===== config.mk =====
export PLATFORM = sky130hd
export DESIGN_NAME = march_memory_test_sequencer_core
export DESIGN_NICKNAME = d
export VERILOG_FILES = /design/src/rtl/core/mmts_pkg.sv /design/src/rtl/core/mmts_step.sv /design/src/rtl/core/march_memory_test_sequencer_core.sv
export SDC_FILE = /design/constraint.sdc
export NUM_CORES = 1
export LEC_CHECK = 0
export BUFFER_PORTS_ARGS = -buffer_cell sky130_fd_sc_hd__buf_2
export CAP_MARGIN = 10
export CORE_ASPECT_RATIO = 2
export CORE_MARGIN = 2
export CORE_UTILIZATION = 35
export DETAILED_ROUTE_END_ITERATION = 7
export SLEW_MARGIN = 20
export SYNTH_ARGS = -nofsm -noshare
export SYNTH_HDL_FRONTEND = slang
export SYNTH_SLANG_ARGS = --single-unit

===== constraint.sdc =====
create_clock -name aclk -period 7.15 [get_ports aclk]
set_input_delay 1.43 -clock aclk [delete_from_list [all_inputs] [get_ports aclk]]
set_output_delay 1.43 -clock aclk [all_outputs]
set_load 0.01 [all_outputs]

===== src/rtl/core/mmts_pkg.sv =====
// Shared types and codes for the march memory test sequencer.
// Used by mmts_step and march_memory_test_sequencer_core; depends on nothing.
`default_nettype none

package mmts_pkg;

    // Fixed widths of the sequencing state and of the configuration port.
    localparam int WORD_INDEX_BITS = 21;
    localparam int ERROR_BITS      = 32;

    // Request codes carried by the input word.
    localparam logic REQ_START   = 1'b0;
    localparam logic REQ_ADVANCE = 1'b1;

    // Configuration register indexes.
    localparam logic CFG_BASE_ADDRESS = 1'b0;
    localparam logic CFG_WORD_COUNT   = 1'b1;

    typedef enum logic [1:0] {
        CMD_IDLE  = 2'd0,
        CMD_WRITE = 2'd1,
        CMD_READ  = 2'd2,
        CMD_DONE  = 2'd3
    } cmd_op_t;

    // March elements in test order; ELEM_END marks a finished test.
    typedef enum logic [2:0] {
        ELEM_UP_W   = 3'd0,
        ELEM_UP_RW0 = 3'd1,
        ELEM_UP_RW1 = 3'd2,
        ELEM_DN_RW0 = 3'd3,
        ELEM_DN_RW1 = 3'd4,
        ELEM_UP_R   = 3'd5,
        ELEM_END    = 3'd6
    } elem_t;

    // Pattern pairs (p0, p1).
    typedef enum logic [1:0] {
        PAIR_ZERO_W1 = 2'd0,
        PAIR_W0_ZERO = 2'd1,
        PAIR_W0_W1   = 2'd2
    } pair_t;

    // Sequencing state that does not depend on the data or address width.
    typedef struct packed {
        logic                         running;
        pair_t                        pattern_pair;
        elem_t                        march_element;
        logic [WORD_INDEX_BITS-1:0]   word_index;
        logic                         write_phase;
        logic                         pending_read;
        logic [ERROR_BITS-1:0]        mismatches;
    } seq_state_t;

endpackage

`default_nettype wire


===== src/rtl/core/mmts_step.sv =====
// One sequencer step: checks the returned read data, forms the next command
// and advances the march position. Depends on mmts_pkg.
`default_nettype none

module mmts_step #(
    parameter int ADDR_BITS = 20,
    parameter int DATA_BITS = 32
) (
    input  wire logic                                   start,
    input  wire logic [DATA_BITS-1:0]                   read_data,
    input  wire logic [ADDR_BITS-1:0]                   base_address,
    input  wire logic [mmts_pkg::WORD_INDEX_BITS-1:0]   word_count,
    input  wire mmts_pkg::seq_state_t                   cur_state,
    input  wire logic [$clog2(DATA_BITS)-1:0]           cur_bit,
    input  wire logic [DATA_BITS-1:0]                   cur_expect,
    output mmts_pkg::seq_state_t                        nxt_state,
    output logic [$clog2(DATA_BITS)-1:0]                nxt_bit,
    output logic [DATA_BITS-1:0]                        nxt_expect,
    output mmts_pkg::cmd_op_t                           cmd_op,
    output logic [ADDR_BITS-1:0]                        cmd_addr,
    output logic [DATA_BITS-1:0]                        cmd_data,
    output logic [mmts_pkg::ERROR_BITS-1:0]             error_count
);

    localparam int BIT_W = $clog2(DATA_BITS);
    localparam logic [BIT_W-1:0] LAST_BIT = BIT_W'(DATA_BITS - 1);
    localparam logic [mmts_pkg::ERROR_BITS-1:0] ERROR_ONE = mmts_pkg::ERROR_BITS'(1);

    mmts_pkg::seq_state_t                   eff;
    logic [BIT_W-1:0]                       eff_bit;
    logic [DATA_BITS-1:0]                   eff_expect;
    logic                                   active;
    logic [DATA_BITS-1:0]                   w1;
    logic [DATA_BITS-1:0]                   w0;
    logic [DATA_BITS-1:0]                   p0;
    logic [DATA_BITS-1:0]                   p1;
    logic                                   down;
    logic                                   single;
    logic [ADDR_BITS-1:0]                   idx;
    logic [mmts_pkg::WORD_INDEX_BITS-1:0]   idx_inc;
    logic [2:0]                             elem_inc;

    // A start clears the sequence; otherwise the previous read is checked.
    always_comb begin
        eff        = cur_state;
        eff_bit    = cur_bit;
        eff_expect = cur_expect;
        if (start) begin
            eff.running       = 1'b1;
            eff.pattern_pair  = mmts_pkg::PAIR_ZERO_W1;
            eff.march_element = (word_count == '0) ? mmts_pkg::ELEM_END
                                                   : mmts_pkg::ELEM_UP_W;
            eff.word_index    = '0;
            eff.write_phase   = 1'b0;
            eff.pending_read  = 1'b0;
            eff.mismatches    = '0;
            eff_bit           = '0;
            eff_expect        = '0;
        end else if (cur_state.pending_read) begin
            if ((read_data != cur_expect) && (cur_state.mismatches != '1)) begin
                eff.mismatches = cur_state.mismatches + ERROR_ONE;
            end
            eff.pending_read = 1'b0;
        end
    end

    assign active = eff.running && (eff.march_element < mmts_pkg::ELEM_END);
    assign w1     = DATA_BITS'(1) << eff_bit;
    assign w0     = ~w1;
    assign p0     = (eff.pattern_pair == mmts_pkg::PAIR_ZERO_W1) ? '0 : w0;
    assign p1     = (eff.pattern_pair == mmts_pkg::PAIR_W0_ZERO) ? '0 : w1;
    assign down   = (eff.march_element == mmts_pkg::ELEM_DN_RW0) ||
                    (eff.march_element == mmts_pkg::ELEM_DN_RW1);
    assign single = (eff.march_element == mmts_pkg::ELEM_UP_W) ||
                    (eff.march_element == mmts_pkg::ELEM_UP_R);
    assign idx    = down ? (ADDR_BITS'(word_count) - ADDR_BITS'(eff.word_index)
                            - ADDR_BITS'(1))
                         : ADDR_BITS'(eff.word_index);
    assign idx_inc  = eff.word_index + mmts_pkg::WORD_INDEX_BITS'(1);
    assign elem_inc = 3'(eff.march_element) + 3'd1;

    // Command for the current position.
    always_comb begin
        cmd_op   = mmts_pkg::CMD_IDLE;
        cmd_addr = '0;
        cmd_data = '0;
        if (!active) begin
            cmd_op = (eff.running || eff.march_element >= mmts_pkg::ELEM_END)
                     ? mmts_pkg::CMD_DONE : mmts_pkg::CMD_IDLE;
        end else begin
            cmd_addr = base_address + idx;
            unique case (eff.march_element)
                mmts_pkg::ELEM_UP_W: begin
                    cmd_op   = mmts_pkg::CMD_WRITE;
                    cmd_data = p0;
                end
                mmts_pkg::ELEM_UP_R: begin
                    cmd_op   = mmts_pkg::CMD_READ;
                    cmd_data = p0;
                end
                mmts_pkg::ELEM_UP_RW0, mmts_pkg::ELEM_DN_RW0: begin
                    cmd_op   = eff.write_phase ? mmts_pkg::CMD_WRITE : mmts_pkg::CMD_READ;
                    cmd_data = eff.write_phase ? p1 : p0;
                end
                mmts_pkg::ELEM_UP_RW1, mmts_pkg::ELEM_DN_RW1: begin
                    cmd_op   = eff.write_phase ? mmts_pkg::CMD_WRITE : mmts_pkg::CMD_READ;
                    cmd_data = eff.write_phase ? p0 : p1;
                end
                default: begin
                    cmd_op = mmts_pkg::CMD_IDLE;
                end
            endcase
        end
    end

    // March position update.
    always_comb begin
        nxt_state  = eff;
        nxt_bit    = eff_bit;
        nxt_expect = eff_expect;
        if (!active) begin
            nxt_state.running      = 1'b0;
            nxt_state.pending_read = 1'b0;
            if (eff.running) begin
                nxt_state.march_element = mmts_pkg::ELEM_END;
            end
        end else begin
            nxt_state.pending_read = (cmd_op == mmts_pkg::CMD_READ);
            if (cmd_op == mmts_pkg::CMD_READ) begin
                nxt_expect = cmd_data;
            end
            if (!single && !eff.write_phase) begin
                nxt_state.write_phase = 1'b1;
            end else begin
                nxt_state.write_phase = 1'b0;
                if (idx_inc < word_count) begin
                    nxt_state.word_index = idx_inc;
                end else begin
                    nxt_state.word_index = '0;
                    if (elem_inc < 3'(mmts_pkg::ELEM_END)) begin
                        nxt_state.march_element = mmts_pkg::elem_t'(elem_inc);
                    end else begin
                        nxt_state.march_element = mmts_pkg::ELEM_UP_W;
                        if (eff.pattern_pair != mmts_pkg::PAIR_W0_W1) begin
                            nxt_state.pattern_pair =
                                mmts_pkg::pair_t'(2'(eff.pattern_pair) + 2'd1);
                        end else begin
                            nxt_state.pattern_pair = mmts_pkg::PAIR_ZERO_W1;
                            if (eff_bit != LAST_BIT) begin
                                nxt_bit = eff_bit + BIT_W'(1);
                            end else begin
                                nxt_state.march_element = mmts_pkg::ELEM_END;
                            end
                        end
                    end
                end
            end
        end
    end

    assign error_count = eff.mismatches;

endmodule

`default_nettype wire


===== src/rtl/core/march_memory_test_sequencer_core.sv =====
// Top level of the march memory test sequencer: input register, sequencing
// state, configuration registers and result register. Depends on mmts_pkg, mmts_step.
`default_nettype none

// March memory self-test sequencer. For every bit position and each of the
// three pattern pairs (0, walking one), (walking zero, 0) and (walking zero,
// walking one) it walks the six march elements over word_count words from
// base_address. Send a word with req_type 0 to start or restart the test;
// every later word with req_type 1 carries the data returned for the previous
// command and is answered by the next command (write, read with the expected
// value, or done). Exactly one result word comes back for each input word.
// The block takes one word per cycle and gives one result per cycle while
// m_ready is high; an accepted word waits in the input register until the
// result register is free or being emptied, and its result then loads there.
// The step itself, one pass of compare, index update and address add, is
// combinational between the input register and the result register. An input
// register and the result register separate the two channels, so a new word
// is taken while a result still waits. Mismatches saturate at all ones.
// Configuration writes take effect at once and belong to idle periods.
module march_memory_test_sequencer_core #(
    parameter int ADDR_BITS = 20,
    parameter int DATA_BITS = 32,
    // The configuration data port is as wide as the wider register.
    localparam int CFG_BITS = (ADDR_BITS > mmts_pkg::WORD_INDEX_BITS)
                              ? ADDR_BITS : mmts_pkg::WORD_INDEX_BITS
) (
    input  wire logic                                        aclk,
    input  wire logic                                        aresetn,
    input  wire logic                                        cfg_wr_en,
    input  wire logic                                        cfg_index,
    input  wire logic [CFG_BITS-1:0]                         cfg_data,
    input  wire logic                                        s_valid,
    output logic                                             s_ready,
    input  wire logic                                        s_req_type,
    input  wire logic [DATA_BITS-1:0]                        s_read_data,
    output logic                                             m_valid,
    input  wire logic                                        m_ready,
    output logic [1:0]                                       m_cmd_op,
    output logic [ADDR_BITS-1:0]                             m_cmd_addr,
    output logic [DATA_BITS-1:0]                             m_cmd_data,
    output logic [mmts_pkg::ERROR_BITS-1:0]                  m_error_count
);

    localparam int BIT_W = $clog2(DATA_BITS);
    localparam logic [mmts_pkg::WORD_INDEX_BITS-1:0] WORD_COUNT_RESET =
        mmts_pkg::WORD_INDEX_BITS'(1024);

    // Configuration registers.
    logic [ADDR_BITS-1:0]                   base_reg;
    logic [mmts_pkg::WORD_INDEX_BITS-1:0]   count_reg;

    // Input stage.
    logic                                   in_valid_reg;
    logic                                   in_req_reg;
    logic [DATA_BITS-1:0]                   in_data_reg;

    // Sequencing state.
    mmts_pkg::seq_state_t                   seq_reg;
    mmts_pkg::seq_state_t                   seq_next;
    logic [BIT_W-1:0]                       bit_reg;
    logic [BIT_W-1:0]                       bit_next;
    logic [DATA_BITS-1:0]                   expect_reg;
    logic [DATA_BITS-1:0]                   expect_next;

    // Result stage.
    logic                                   out_valid_reg;
    mmts_pkg::cmd_op_t                      out_op_reg;
    mmts_pkg::cmd_op_t                      op_next;
    logic [ADDR_BITS-1:0]                   out_addr_reg;
    logic [ADDR_BITS-1:0]                   addr_next;
    logic [DATA_BITS-1:0]                   out_data_reg;
    logic [DATA_BITS-1:0]                   data_next;
    logic [mmts_pkg::ERROR_BITS-1:0]        out_err_reg;
    logic [mmts_pkg::ERROR_BITS-1:0]        err_next;

    logic                                   advance;

    // A step runs whenever a word waits in the input stage and the result
    // register is free or being emptied in this cycle.
    assign advance = in_valid_reg && (!out_valid_reg || m_ready);
    assign s_ready = !in_valid_reg || advance;

    always_ff @(posedge aclk) begin
        if (!aresetn) begin
            base_reg  <= '0;
            count_reg <= WORD_COUNT_RESET;
        end else if (cfg_wr_en) begin
            unique case (cfg_index)
                mmts_pkg::CFG_BASE_ADDRESS: base_reg  <= cfg_data[ADDR_BITS-1:0];
                mmts_pkg::CFG_WORD_COUNT:
                    count_reg <= cfg_data[mmts_pkg::WORD_INDEX_BITS-1:0];
                default: ;
            endcase
        end
    end

    always_ff @(posedge aclk) begin
        if (!aresetn) begin
            in_valid_reg <= 1'b0;
        end else if (s_ready) begin
            in_valid_reg <= s_valid;
        end
    end

    always_ff @(posedge aclk) begin
        if (s_valid && s_ready) begin
            in_req_reg  <= s_req_type;
            in_data_reg <= s_read_data;
        end
    end

    mmts_step #(
        .ADDR_BITS (ADDR_BITS),
        .DATA_BITS (DATA_BITS)
    ) u_step (
        .start        (in_req_reg == mmts_pkg::REQ_START),
        .read_data    (in_data_reg),
        .base_address (base_reg),
        .word_count   (count_reg),
        .cur_state    (seq_reg),
        .cur_bit      (bit_reg),
        .cur_expect   (expect_reg),
        .nxt_state    (seq_next),
        .nxt_bit      (bit_next),
        .nxt_expect   (expect_next),
        .cmd_op       (op_next),
        .cmd_addr     (addr_next),
        .cmd_data     (data_next),
        .error_count  (err_next)
    );

    // The sequencing state and the result register load together, so the
    // state always describes the command last placed in the result register.
    always_ff @(posedge aclk) begin
        if (!aresetn) begin
            seq_reg    <= '0;
            bit_reg    <= '0;
            expect_reg <= '0;
        end else if (advance) begin
            seq_reg    <= seq_next;
            bit_reg    <= bit_next;
            expect_reg <= expect_next;
        end
    end

    always_ff @(posedge aclk) begin
        if (!aresetn) begin
            out_valid_reg <= 1'b0;
        end else if (advance) begin
            out_valid_reg <= 1'b1;
        end else if (m_ready) begin
            out_valid_reg <= 1'b0;
        end
    end

    always_ff @(posedge aclk) begin
        if (advance) begin
            out_op_reg   <= op_next;
            out_addr_reg <= addr_next;
            out_data_reg <= data_next;
            out_err_reg  <= err_next;
        end
    end

    assign m_valid       = out_valid_reg;
    assign m_cmd_op      = out_op_reg;
    assign m_cmd_addr    = out_addr_reg;
    assign m_cmd_data    = out_data_reg;
    assign m_error_count = out_err_reg;

    // A pending read always matches the read command waiting at the output.
    a_read_pending: assert property (@(posedge aclk) disable iff (!aresetn)
        (out_valid_reg && out_op_reg == mmts_pkg::CMD_READ)
        |-> (seq_reg.pending_read && expect_reg == out_data_reg))
        else $error("read command without matching pending expectation");

    // The reported error count is the live mismatch count.
    a_err_count: assert property (@(posedge aclk) disable iff (!aresetn)
        out_valid_reg |-> (out_err_reg == seq_reg.mismatches))
        else $error("error count out of step with mismatch counter");

    // No read can be outstanding once the test has stopped.
    a_idle_no_read: assert property (@(posedge aclk) disable iff (!aresetn)
        !seq_reg.running |-> !seq_reg.pending_read)
        else $error("pending read while sequencer is stopped");

    // Every step leaves a result in the output register.
    a_step_result: assert property (@(posedge aclk) disable iff (!aresetn)
        advance |=> out_valid_reg)
        else $error("step taken without producing a result");

endmodule

`default_nettype wire

==> flow_summary.toml, run 1 <==
[logic_synthesis]
avgSynthCellArea_um2 = 8.73
synth_area_leaders = "edfxtp_1, dfxtp_1, ha_1"
synth_top_area_frac = 0.243
synth_largest_area_cell = "edfxtp_1"
async_flop_share = 0
netlist_area_um2 = 14700
ys_types = 79
syn_nets = 1820
synth_most_common_cell = "nand2_1"
synthSimpleGateAreaFrac = 0.200
synth.area.mux_share = 0.00707
yosysSeqAreaShare = 0.435
synth_commonest_cells = "nand2_1, nor2_1, a21oi_1"
synthAdderAreaFrac = 0.0675
synth_compound_area_frac = 0.189
synthCells = 1682
ys_seq_elements = 260
synth_top_family_by_area = "simple AND/OR/NAND/NOR gates"
synth-xor-area-share = 0.0656
synth-main-ff-cell = "dfxtp_1"
yosys_warnings = 0
synth_edf_count = 119

[die]
num_io_pins = 148
die_w_um = 149
core_area_um2 = 41600
die_height_um = 294
rows = 106
start_util = 0.353
die_area_um2 = 43700

[global_route]
gr-total-overflow = 0
grt_pass1_wl_mm = 68.4
grt_max_degree = 73
grt_pass1_vias = 12900
grt.total_usage = 0.199
antenna_found_initial = 0

[clock_network]
root_buffer = "clkbuf_16"
cts_resized = 0
path_clk_slew_ns = 0.07
cts_tree = "yes"
worstSkewPairLatency_ns = 0.57
clock_sinks = 260
cts_buffer_depth = 3
cts_max_level = 1
ctsHoldBuffers = 0
postCtsSetupBuffers = 0
numCtsBuffers = 26

[sta]
drv_slew = 0
setup_tns_ns = 0
rsz0062_at_grt = "false"
min_period_over_period = 0.772
tightest_slew_ns = 1.03
fin_hold_ws_ns = 0.456
setup_viol = 0
final_hold_viol_count = 0
fmax_ghz = 0.181
finClkSkew_ns = 0.0385
relSlewSlack = 0.310
period_minus_slack_ns = 5.52

[routing]
first_pass_iters = 5
wl_per_cell_um = 18.9
drtAntennaViolNets = 0
vias = 12600
routed_via_density = 5.38
drc = 0
finalWirelength_mm = 44.4
drt-initial-drc-count = 600

[setup_path]
worstSetupStartpointType = "register"
cp-end-kind = "register"
cp.arrival_ns = 5.99
cp_data_required_time_ns = 7.62
worst-setup-path-type = "register to register"
crit_fanout = 15

[power]
clock_power_share = 0.392
p_sw_frac = 0.268
ir_drop_uv = 168
powerDensity_nw_per_um2 = 198
power_frac_comb = 0.115
internal_power_mw = 2.42
p_seq_frac = 0.493
leakagePower_nw = 6.25
netSwitchingPower_mw = 0.889

[placed_design]
port_buffers = 147
gp_congestion = 0.935
hpwl_mm = 32.9
placed_cell_area_um2 = 15900

[flow_run]
cap_violations = 0

[status]
run_status = "completed"

[layout]
fin_nets = 1925
n_antenna_cell = 0
post-route-cell-area_um2 = 16700
drive_above_1_share = 0.135
area_growth_pct = 13.7
largest_reg_flops = 61

[worst_hold_path]
min_path_type = "register to register"
-- final cells by class --
cell class | instances | area [µm²]
flip-flops and latches | 260 | 6400
repair buffers | 163 | 856
well taps | 540 | 676
multi-input cells | 1289 | 7810
inverters | 47 | 179
fillers | 4290 | 24900
clock buffers | 31 | 689
clock inverters | 17 | 93.8
-- cell families (layout without fill, tap and decap cells) --
| family | Yosys count | in the layout |
|---|---|---|
| simple gates | 637 | 637 |
| mux | 10 | 10 |
| compound gates | 454 | 454 |
| flops | 260 | 260 |
| xor+xnor | 110 | 110 |
| fa+ha+maj | 78 | 78 |
| buf+inv | 133 | 258 |
-- cell usage in the layout, fill, tap and decap left out, types with 12 or more instances in the layout --
master     instances
nand2_1          214
nor2_1           209
a21oi_1          181
buf_2            147
dfxtp_1          141
edfxtp_1         119
ha_1              76
o21ai_0           73
xor2_1            65
nand3_1           47
xnor2_1           45
inv_1             43
o2bb2ai_1         30
clkbuf_16         26
nor3_1            25
o22ai_1           25
a21o_1            19
a22oi_1           19
nand4_1           18
nor2b_1           16
nand2b_1          16
and3_1            16
nor4_1            16
buf_4             16
o21a_1            15
o31ai_1           15
and2_1            13
a31oi_1           12
o21ai_1           12
-- final timing paths --
path                                start                 endpoint  slack (ns)  depth (start not counted)
setup reg to reg     in_req_reg$_DFFE_PP_  bit_reg[1]$_SDFFE_PN0P_        1.63                         19
hold reg to reg   bit_reg[1]$_SDFFE_PN0P_  bit_reg[1]$_SDFFE_PN0P_        0.46                          2
hold / removal    bit_reg[1]$_SDFFE_PN0P_  bit_reg[1]$_SDFFE_PN0P_        0.46                          2
setup / recovery     in_req_reg$_DFFE_PP_  bit_reg[1]$_SDFFE_PN0P_        1.63                         19
-- per-layer routing --
metal	part of all wire	GRT usage	wire [µm]
met5	0	0	0
met4	0.062	0.119	2770
met1	0.34	0.189	15100
met3	0.032	0.0175	1440
met2	0.56	0.402	25100
-- power groups by stage --
stage	clock (mW)	sequential, mW	combinational, mW
floorplan	0	1.67	0.238
global placement	0	1.66	0.377
detailed placement	0	1.66	0.382
CTS	1.34	1.63	0.384
global route	1.38	1.64	0.419
finish	1.30	1.63	0.381
-- worst max-delay path, cell delays in order, from the launching register on --
cell and delay, ns:
edfxtp_1 0.69, nand2_1 0.18, inv_1 0.15, ha_1 0.29, nand2_1 0.14, nor2_1 0.28
and4_1 0.28, nor3b_2 0.27, and4_1 0.32, nand3_1 0.11, xor2_1 0.16, nor2_1 0.09
ha_1 0.31, nand4_1 0.13, a211o_1 0.29, a31oi_1 0.57, o21ai_1 0.30, nor3b_2 0.37
mux2_2 0.37, a21oi_1 0.11
-- metrics by stage --
| step | setup WS [ns] | power, mW | util | cells |
|---|---|---|---|---|
| after floorplan | 1.75 | 1.91 | - | 1682 |
| after global placement | 1.84 | 2.04 | 0.382 | 2299 |
| after detailed placement | 1.80 | 2.05 | 0.382 | 2299 |
| after CTS | 1.70 | 3.35 | 0.401 | 2347 |
| after global routing | 1.21 | 3.43 | 0.401 | 2347 |
| final | 1.63 | 3.31 | 0.401 | 2347 |
Note: power is estimated with default switching activity, not from simulation.
==> inputs of run 2 (changes only) <==
- clock period: 7.15 -> 4.8 ns (I/O delays scaled with it)
==> flow_summary.toml, run 2 (synthesis gave the netlist of run 1 again) <==
[status]
run_status = "completed"

[placed_design]
port_buffers = 147
hpwl_mm = 33.5
gp_congestion = 0.888

[global_route]
antenna_found_initial = 1
gr-total-overflow = 0
grt_pass1_wl_mm = 69.2
grt_busiest_layer = "met2"
use_met2 = 0.394
use_met1 = 0.209
grt.total_usage = 0.200
met3_usage = 0.0184
grt_max_degree = 51
grt_pass1_vias = 12800

[die]
num_io_pins = 148
die_area_um2 = 43700
start_util = 0.353
die_height_um = 294
core_area_um2 = 41600
rows = 106
die_w_um = 149

[sta]
rsz0062_at_grt = "true"
fmax_ghz = 0.213
setup_tns_ns = 0
setup_viol = 0
relSlewSlack = 0.364
fin_hold_ws_ns = 0.463
min_period_over_period = 0.978
final_hold_viol_count = 0
period_minus_slack_ns = 4.70
drv_slew = 0
tightest_slew_ns = 0.955
finClkSkew_ns = 0.0300

[layout]
drive_above_1_share = 0.190
largest_reg_flops = 61
n_antenna_cell = 0
fillCellCount = 4169
area_growth_pct = 20.2
register_area_um2 = 6400
fin_nets = 1998
multi_input_area_um2 = 8060
final_core_util = 0.424
final_common_cell = "nand2_1"
final_cell_mix = "nand2_1, nor2_1, a21oi_1, buf_2, dfxtp_1"

[clock_network]
ctsHoldBuffers = 0
cts_max_level = 1
numCtsBuffers = 26
root_buffer = "clkbuf_16"
cts_tree = "yes"
worstSkewPairLatency_ns = 0.57
clock_sinks = 260
path_clk_slew_ns = 0.07
cts_buffer_depth = 3

[setup_path]
r2r_setup_slack_ns = 0.10
cp_data_required_time_ns = 5.10
r2r_cells = 21
worst-setup-path-type = "register to register"
cp-end-kind = "register"
crit_fanout = 4
worstSetupStartpointType = "register"
r2r_start = "count_reg[19]$_SDFFE_PN0P_"
cp.arrival_ns = 5.00
reg2reg_to = "m_cmd_addr[18]$_SDFFCE_PN0P_"

[power]
powerDensity_nw_per_um2 = 298
netSwitchingPower_mw = 1.36
power_frac_comb = 0.122
internal_power_mw = 3.90
leakagePower_nw = 6.71
p_sw_frac = 0.259
p_seq_frac = 0.462
ir_drop_uv = 221
clock_power_share = 0.416

[worst_hold_path]
worstHoldPathCells = 2
min_from = "base_reg[3]$_SDFFE_PN0P_"
min_to = "base_reg[3]$_SDFFE_PN0P_"
min_path_type = "register to register"

[routing]
drt-initial-drc-count = 750
drc = 0
wl_per_cell_um = 18.5
first_pass_iters = 5
vias = 12900
finalWirelength_mm = 44.8
drtAntennaViolNets = 0
routed_via_density = 5.32

[flow_run]
cap_violations = 0
[run 2: changes by cell type in the layout (fill, tap and decap cells not counted), moves of 5 or more]
cell / delta
a21oi_1: -5
buf_4: +69
clkbuf_1: +5
clkinv_1: -7
clkinv_2: -6
ha_1: -8
nor4_1: -5
o21ai_0: -5
[run 2: cell type report]
cell class / count / share of cell area
Sequential cell: 260 / 0.362
Clock inverter: 10 / 0.00872
Timing Repair Buffer: 236 / 0.0811
Clock buffer: 38 / 0.0429
Multi-Input combinational cell: 1289 / 0.457
Tap cell: 540 / 0.0383
Inverter: 47 / 0.0101
[run 2: metal layers]
metal	part of all wire	routed length [µm]	vias to the layer above
met5	0	0	-
met2	0.55	24700	306
met4	0.049	2200	0
met1	0.37	16500	6103
li1	-	-	6357
met3	0.031	1400	104
[run 2: power groups by stage]
stage | sequential, mW | combinational, mW | clock, mW
floorplan | 2.49 | 0.362 | 0
global placement | 2.48 | 0.616 | 0
detailed placement | 2.48 | 0.624 | 0
CTS | 2.43 | 0.628 | 2.24
global route | 2.43 | 0.702 | 2.32
finish | 2.43 | 0.643 | 2.19
[run 2: worst max path at each step]
stage	endpoint	slack, ns	from
after detailed placement	m_cmd_addr[19]$_SDFFCE_PN0P_	-0.28	count_reg[16]$_SDFFE_PN0P_
after CTS	m_cmd_addr[19]$_SDFFCE_PN0P_	0.02	count_reg[16]$_SDFFE_PN0P_
after global placement	m_cmd_addr[19]$_SDFFCE_PN0P_	-0.29	count_reg[16]$_SDFFE_PN0P_
after global routing	m_cmd_addr[18]$_SDFFCE_PN0P_	-0.09	in_req_reg$_DFFE_PP_
after floorplan	m_cmd_addr[17]$_SDFFCE_PN0P_	0.008	in_req_reg$_DFFE_PP_
final	m_cmd_addr[18]$_SDFFCE_PN0P_	0.10	count_reg[19]$_SDFFE_PN0P_
[run 2: critical path: stages, from the launching register on]
cell	delay [ns]
dfxtp_2	0.34
nor4_4	0.39
buf_4	0.17
nand4_1	0.14
buf_4	0.19
o21ai_4	0.16
mux2i_4	0.37
mux2_4	0.35
ha_4	0.17
inv_2	0.05
fa_2	0.20
nor2b_2	0.05
o21a_1	0.19
o21ai_2	0.15
buf_6	0.14
a21oi_4	0.06
a2111oi_4	0.29
nor3_2	0.10
a211o_1	0.33
o41a_1	0.33
xnor2_1	0.19
nor2_1	0.06
[run 2: timing repair]
action                                  in CTS  in global routing
pin swaps                                    0                 18
gates resized for setup                      2                 49
setup buffers                                0                  7
endpoints found under the setup margin       7                  9
[run 2: stage by stage]
stage / total power [mW] / setup WS, ns / instance area (µm²) / instances
after floorplan: 2.85 / 0.00767 / 14800 / 1682
after global routing: 5.46 / -0.0897 / 17700 / 2420
after global placement: 3.09 / -0.289 / 16500 / 2365
final: 5.26 / 0.104 / 17700 / 2420
after CTS: 5.30 / 0.0214 / 17400 / 2413
after detailed placement: 3.10 / -0.276 / 16500 / 2365
==> inputs of run 3 (changes only) <==
- CORE_ASPECT_RATIO: 2 -> 1.5
==> flow_summary.toml, run 3 (synthesis gave the netlist of run 1 again) <==
[clock_network]
cts_tree = "yes"
numCtsBuffers = 29
path_clk_slew_ns = 0.07
cts_buffer_depth = 3
clock_sinks = 260
cts_max_level = 1
root_buffer = "clkbuf_16"
worstSkewPairLatency_ns = 0.57

[power]
powerDensity_nw_per_um2 = 306
fin_total_pwr_mw = 5.34
leakagePower_nw = 6.60
ir_drop_uv = 250

[sta]
drv_slew = 0
finClkSkew_ns = 0.0138
period_minus_slack_ns = 4.56
setup_viol = 0
rsz0062_at_grt = "true"
tightest_slew_ns = 1.04
final_hold_viol_count = 0
fmax_ghz = 0.219
min_period_over_period = 0.949
relSlewSlack = 0.308

[routing]
finalWirelength_mm = 40.6
routed_via_density = 5.23
drc = 0
drtAntennaViolNets = 0
wl_per_cell_um = 16.8
drt-initial-drc-count = 774
first_pass_iters = 6
vias = 12600

[setup_path]
cp_data_required_time_ns = 5.10
cpMaxStageDelayCell = "dfxtp_1"
crit_chain = "nor4_2 > nand4_1 > buf_4 > o21ai_4 > mux2i_4 > mux2_2 > ha_1 > inv_1 > fa_1 > nor2b_1 > o21a_1 > o21ai_2 > a21oi_2 > a2111oi_4 > nor3_2 > a211o_1 > o41a_1 > xnor2_1 > nor2_1"
crit_buf_inv = 2
cp.arrival_ns = 4.86
cp_top_family = "compound AO/OA/AOI/OAI gates"
max_stage_delay_ns = 0.41
cp-end-kind = "register"
worstSetupStartpointType = "register"
worst-setup-path-type = "register to register"
crit_fanout = 5

[global_route]
grt_max_degree = 66
gr-total-overflow = 0
grt_pass1_vias = 12500
grt_pass1_wl_mm = 64.3
antenna_found_initial = 0
grt.total_usage = 0.182

[layout]
fin_nets = 1973
area_growth_pct = 18.6
n_antenna_cell = 0
final_common_cell = "nand2_1"
post-route-cell-area_um2 = 17400
largest_reg_flops = 61
fillCellCount = 4112
drive_above_1_share = 0.172
final_cell_mix = "nand2_1, nor2_1, a21oi_1, buf_2, dfxtp_1"

[placed_design]
placed_cell_area_um2 = 16300
hpwl_mm = 28.9
port_buffers = 147
gp_congestion = 0.871

[worst_hold_path]
min_path_type = "register to register"

[die]
die_w_um = 171
die_height_um = 255
rows = 91
die_area_um2 = 43700
core_area_um2 = 41300
start_util = 0.355
num_io_pins = 148

[status]
run_status = "completed"

[flow_run]
cap_violations = 0
## run 3: cell types whose count changed in the layout (fill, tap and decap cells not counted), sizes merged
cell / previous run / this run
buf: 236 / 208
clkinv: 5 / 8
inv: 48 / 51
## run 3: path summary, 6_finish.rpt
path / depth (start not counted) / slack (ns) / from / endpoint
hold reg to reg: 2 / 0.46 / bit_reg[1]$_SDFFE_PN0P_ / bit_reg[1]$_SDFFE_PN0P_
hold / removal: 2 / 0.46 / bit_reg[1]$_SDFFE_PN0P_ / bit_reg[1]$_SDFFE_PN0P_
setup / recovery: 19 / 0.24 / count_reg[2]$_SDFFE_PN0P_ / m_cmd_addr[18]$_SDFFCE_PN0P_
setup reg to reg: 19 / 0.24 / count_reg[2]$_SDFFE_PN0P_ / m_cmd_addr[18]$_SDFFCE_PN0P_
## run 3: stage by stage
| stage | hold WS, ns | TNS [ns] | setup WS, ns | std cells | util |
|---|---|---|---|---|---|
| after floorplan | 0.433 | 0 | 0.00767 | 1682 | - |
| after global placement | 0.440 | -0.183 | -0.0702 | 2360 | 0.395 |
| after detailed placement | 0.449 | -0.391 | -0.150 | 2360 | 0.395 |
| after CTS | 0.458 | 0 | 0.0339 | 2414 | 0.418 |
| after global routing | 0.485 | -0.0653 | -0.0600 | 2416 | 0.421 |
| final | 0.457 | 0 | 0.244 | 2416 | 0.421 |
## run 3: final cells by class
| class | instances | area, µm² | share of cell area |
|---|---|---|---|
| clock inverters | 16 | 178 | 0.0102 |
| clock buffers | 38 | 800 | 0.0459 |
| repair buffers | 208 | 1200 | 0.0690 |
| flip-flops and latches | 260 | 6400 | 0.367 |
| multi-input cells | 1289 | 7970 | 0.457 |
| inverters | 47 | 179 | 0.0103 |
| well taps | 558 | 698 | 0.0401 |
## run 3: power breakdown
group / total (mW) / switching [mW] / internal (mW)
clock: 2.31 / 0.969 / 1.34
sequential: 2.43 / 0.0397 / 2.39
combinational: 0.598 / 0.378 / 0.221
total: 5.34 / 1.39 / 3.95
## run 3: worst register-to-register path: cells and delay by family (launching register included)
kind / cells / cell delay (ns)
XOR/XNOR: 1 / 0.16
multiplexers: 2 / 0.68
AO/OA/AOI/OAI: 7 / 1.53
buffers and inverters: 2 / 0.28
AND/OR/NAND/NOR: 5 / 0.85
adder cells (fa/ha/maj): 2 / 0.38
flip-flops: 1 / 0.41
## run 3: routing by layer
metal  up-vias  wire length, µm  track usage
met3        68             1550       0.0198
li1       6317                -            -
met2       275            21100        0.343
met1      5983            16700        0.211
met5         -                0            0
met4         0             1230       0.0651
## run 3: what timing repair did
action,in CTS,in global routing
hold buffers,0,0
pin swaps,0,5
gates resized for setup,1,20
buffers inserted,0,2
endpoints found under the setup margin,3,7
